File: config.mk
export PLATFORM = sky130hd
export DESIGN_NAME = hlst_ctrl
export DESIGN_NICKNAME = d
export VERILOG_FILES = /design/src/rtl/core/hard_link_seen_table_macros.svh /design/src/rtl/core/hlst_pkg.sv /design/src/rtl/core/hlst_ctrl.sv
export SDC_FILE = /design/constraint.sdc
export NUM_CORES = 1
export LEC_CHECK = 0
export BUFFER_PORTS_ARGS = -buffer_cell sky130_fd_sc_hd__buf_2
export CORE_AREA = 10 10 47 49
export CTS_CLUSTER_DIAMETER = 60
export DETAILED_ROUTE_END_ITERATION = 12
export DIE_AREA = 0 0 57 59
export GPL_TIMING_DRIVEN = 1
export HOLD_SLACK_MARGIN = 0.12
export PLACE_DENSITY_LB_ADDON = 0.1
export SKIP_CTS_REPAIR_TIMING = 1
export SLEW_MARGIN = 20
export SYNTH_ARGS = -nofsm -noshare
export SYNTH_HDL_FRONTEND = slang
export SYNTH_SLANG_ARGS = --single-unit
export TNS_END_PERCENT = 100
File: constraint.sdc
create_clock -name clk_i -period 1.9 [get_ports clk_i]
set_input_delay 0.285 -clock clk_i [delete_from_list [all_inputs] [get_ports clk_i]]
set_output_delay 0.285 -clock clk_i [all_outputs]
set_load 0.01 [all_outputs]
File: src/rtl/core/hard_link_seen_table_macros.svh
// Assertion macros for the hard link seen table.
`ifndef HARD_LINK_SEEN_TABLE_MACROS_SVH
`define HARD_LINK_SEEN_TABLE_MACROS_SVH
`ifndef NO_ASSERTIONS
`define HLST_ASSERT_IMP(label, clk, rst_n, ante, cons) \
  label: assert property (@(posedge clk) disable iff (!rst_n) (ante) |-> (cons)) \
    else $error("hlst: same-cycle check failed");
`define HLST_ASSERT_NXT(label, clk, rst_n, ante, cons) \
  label: assert property (@(posedge clk) disable iff (!rst_n) (ante) |=> (cons)) \
    else $error("hlst: next-cycle check failed");
`else
`define HLST_ASSERT_IMP(label, clk, rst_n, ante, cons)
`define HLST_ASSERT_NXT(label, clk, rst_n, ante, cons)
`endif
`endif

File: src/rtl/core/hlst_pkg.sv
// Shared widths, table entry layout and controller/datapath signal groups.
package hlst_pkg;

  localparam int unsigned DEV_W       = 32;
  localparam int unsigned INO_W       = 64;
  localparam int unsigned LINK_W      = 32;
  localparam int unsigned COUNT_OUT_W = 11;

  localparam int unsigned BUCKETS_DEF = 256;
  localparam int unsigned WAYS_DEF    = 4;

  typedef struct packed {
    logic              valid;
    logic [DEV_W-1:0]  device;
    logic [INO_W-1:0]  inode;
    logic [LINK_W-1:0] links_left;
  } entry_t;

  typedef struct packed {
    logic accept;
    logic rd_en;
    logic update;
    logic out_load;
    logic clear_wr;
  } cmd_t;

  typedef struct packed {
    logic hash_done;
    logic clear_last;
    logic stop;
  } sts_t;

endpackage

File: src/rtl/core/hlst_ctrl.sv
// Controller: clearing pass after reset, then accept, hash, lookup, update and output.
module hlst_ctrl (
  input  logic           clk_i,
  input  logic           rst_ni,
  input  logic           in_valid_i,
  input  logic           out_ready_i,
  input  hlst_pkg::sts_t sts_i,
  output logic           in_ready_o,
  output logic           out_valid_o,
  output hlst_pkg::cmd_t cmd_o
);
  import hlst_pkg::*;

  typedef enum logic [4:0] {
    ST_CLEAR  = 5'b00001,
    ST_IDLE   = 5'b00010,
    ST_HASH   = 5'b00100,
    ST_UPDATE = 5'b01000,
    ST_OUT    = 5'b10000
  } state_e;

  state_e state_q;
  state_e state_d;
  logic   out_valid_q;
  logic   out_valid_d;

  always_comb begin
    state_d    = state_q;
    cmd_o      = '0;
    in_ready_o = 1'b0;
    unique case (state_q)
      ST_CLEAR: begin
        cmd_o.clear_wr = 1'b1;
        if (sts_i.clear_last) begin
          state_d = ST_IDLE;
        end
      end
      ST_IDLE: begin
        in_ready_o = 1'b1;
        if (in_valid_i) begin
          cmd_o.accept = 1'b1;
          state_d      = ST_HASH;
        end
      end
      ST_HASH: begin
        if (sts_i.hash_done) begin
          cmd_o.rd_en = 1'b1;
          state_d     = ST_UPDATE;
        end
      end
      ST_UPDATE: begin
        cmd_o.update = 1'b1;
        state_d      = ST_OUT;
      end
      ST_OUT: begin
        if (!out_valid_q || out_ready_i) begin
          cmd_o.out_load = 1'b1;
          state_d        = ST_IDLE;
        end
      end
      default: begin
        state_d = ST_CLEAR;
      end
    endcase
  end

  assign out_valid_d = cmd_o.out_load || (out_valid_q && !out_ready_i);

  always_ff @(posedge clk_i or negedge rst_ni) begin
    if (!rst_ni) begin
      state_q     <= ST_CLEAR;
      out_valid_q <= 1'b0;
    end else begin
      state_q     <= state_d;
      out_valid_q <= out_valid_d;
    end
  end

  assign out_valid_o = out_valid_q;

endmodule
==> impl_metrics.yaml <==
global_routing:
  gr-max-usage-layer: "met2"
  grt_pass1_vias: 356
  met2_usage_pct: 8.37
  grt_use_met1_pct: 7.21
  use_met3_pct: 3.22
  grt_first_pass_wirelength_um: 1590
  grt_max_degree: 8
  overflow: 0
  antenna_found_initial: 0
  grtUsageTotal_pct: 6.12
power_and_ir_drop:
  ir_worst_vdd_v: 0.000328
  fin_total_pwr_uw: 535
  total_leakage_power_uw: 0.000266
  power.density_nw_per_um2: 1030
synth:
  avgSynthCellArea_um2: 9.45
  yosysSeqAreaShare_pct: 40.1
  postSynthCellCount: 40
  synth.yosys.warnings: 0
  synth_top_area_share_pct: 33.1
  synth_seq_cells: 6
  synth_area_leaders: "dfrtp_1, dfstp_2, nor2_1"
  synth_cell_types: 27
  netlist_area_um2: 378
  synth_top_cell_by_area: "dfrtp_1"
  syn_nets: 47
sta:
  tightest_slew_ns: 0.160
  finalHoldViolCount: 0
  period_needed_ns: 1.96
  setup_slack_ns: -0.0632
  layout_worst_path_cycle_share_pct: 103
  finalMaxSlewViolations: 0
  holdWs_ns: 0.223
  final-setup-viol-count: 1
  slew_headroom_pct: 89.2
  rsz0062_at_grt: "yes"
  fmax_mhz: 509
  fin_skew_ns: 0.00204
finish:
  final_layout_size_suffix_gt1_share_pct: 44.1
  layout_commonest_cell: "buf_2"
  syn_to_final_growth_pct: 37.1
  final_nets: 67
  final_cell_mix: "buf_2, nor2_1, inv_1, dfrtp_1, buf_4"
  utilization_pct: 37.0
  fillers: 163
  diodes: 0
job:
  drv_cap: 0
routing:
  postRouteAntennaNets: 0
  detail_route.wl_per_cell_um: 12.9
  routed_wl_um: 967
  post-route-drc-count: 0
  drtIter0Drc: 6
  dr_total_vias: 344
  viasPerCell: 4.59
  first_pass_iters: 4
clocking:
  cts_buffers: 3
  clk_latency_ns: 0.25
  cts_tree: "done"
  clk_pin_slew_ns: 0.05
  clockRootBuffer: "clkbuf_4"
  cts_buffer_depth: 2
  htreeDepth: 1
  clock_sinks: 6
floorplanning:
  die_h_um: 59
  initial_utilization_pct: 27.0
  coreArea_um2: 1400
  die_x_um: 57
  die_area_um2: 3360
  rows: 14
  ios: 14
setup_path:
  worst_ep_required_time_ns: 1.62
  endpoint_kind: "output port"
  cp_data_arrival_time_ns: 1.68
  worstPathMaxFanout: 6
  start_kind: "flip-flop"
  critPathKind: "flip-flop to output port"
place:
  place_ws_ns: 0.183
  gp_congestion: 0.709
  portBuffers: 12
  dp_hpwl_um: 792
hold_path:
  min_path_type: "primary input to flip-flop"
run_status:
  status: "finished with violations"
  violations: "setup timing"
==> logic make-up after synthesis <==
logic type	Yosys count	share of synthesized area, %
compound gates	7	13.9
flops	6	40.1
mux	1	2.65
xor+xnor	1	2.32
simple gates	19	33.8
buf+inv	6	7.28
==> cell usage after synthesis <==
master     instances
dfrtp_1            5
nor2_1             5
inv_1              4
nor3_1             3
a21oi_1            1
a21oi_2            1
a32o_1             1
and2_1             1
buf_2              1
buf_4              1
dfstp_2            1
mux2i_1            1
nand2_1            1
nand2b_1           1
nand3_1            1
nand4bb_1          1
nor3b_1            1
nor3b_4            1
o211a_1            1
o21ai_0            1
o21ai_1            1
o2bb2ai_1          1
or2_0              1
or3_1              1
or3_4              1
or3b_4             1
xor2_1             1
==> worst max-delay path, stage by stage (launching register included) <==
cell	delay [ns]
dfrtp_2	0.44
or3_4	0.36
or3b_4	0.41
a21oi_2	0.10
buf_2	0.13
==> routing by layer <==
layer / wire length, um / up-vias
met5: 0 / -
met4: 10 / 0
met1: 467 / 156
met2: 431 / 10
met3: 57 / 2
li1: - / 176
==> stage by stage <==
stage          cell area, um^2  cells  setup TNS (ns)
6_report                   518     75         -0.0632
5_1_grt                    518     75          -0.128
4_1_cts                    502     74         -0.0807
3_5_place_dp               475     70               0
3_3_place_gp               475     70               0
2_1_floorplan              378     40               0
==> final timing paths <==
kind | startpoint | end | depth (start not counted) | slack, ns
setup / recovery | state_q[2] | cmd_o[1] | 4 | -0.06
hold / removal | out_ready_i | out_valid_o | 2 | 0.22
hold reg to reg | state_q[1] | state_q[4] | 2 | 0.56
min in group asynchronous | rst_ni | out_valid_o | 2 | 0.39
setup reg to reg | state_q[2] | state_q[2] | 4 | 0.50
max in group asynchronous | rst_ni | state_q[0] | 2 | 1.28
==> where the power goes <==
part | switching (uW) | internal, uW | total [uW]
combinational | 97.4 | 113 | 211
sequential | 30.9 | 160 | 191
clock | 53.1 | 80.0 | 133
==> registers in the layout (all words and copies together), names as in the netlist <==
| name | flops |
|---|---|
| state_q | 5 |
| out_valid_o | 1 |
==> final cells by class <==
cell class                      instances  area (um^2)  share of cell area (%)
Clock buffer                            4         26.3                    5.07
Tap cell                               16         20.0                    3.86
Multi-Input combinational cell         28          204                    39.4
Inverter                                4         15.0                    2.90
Timing Repair Buffer                   17          100                    19.3
Sequential cell                         6          153                    29.5
(Power assumes the default switching activity.)
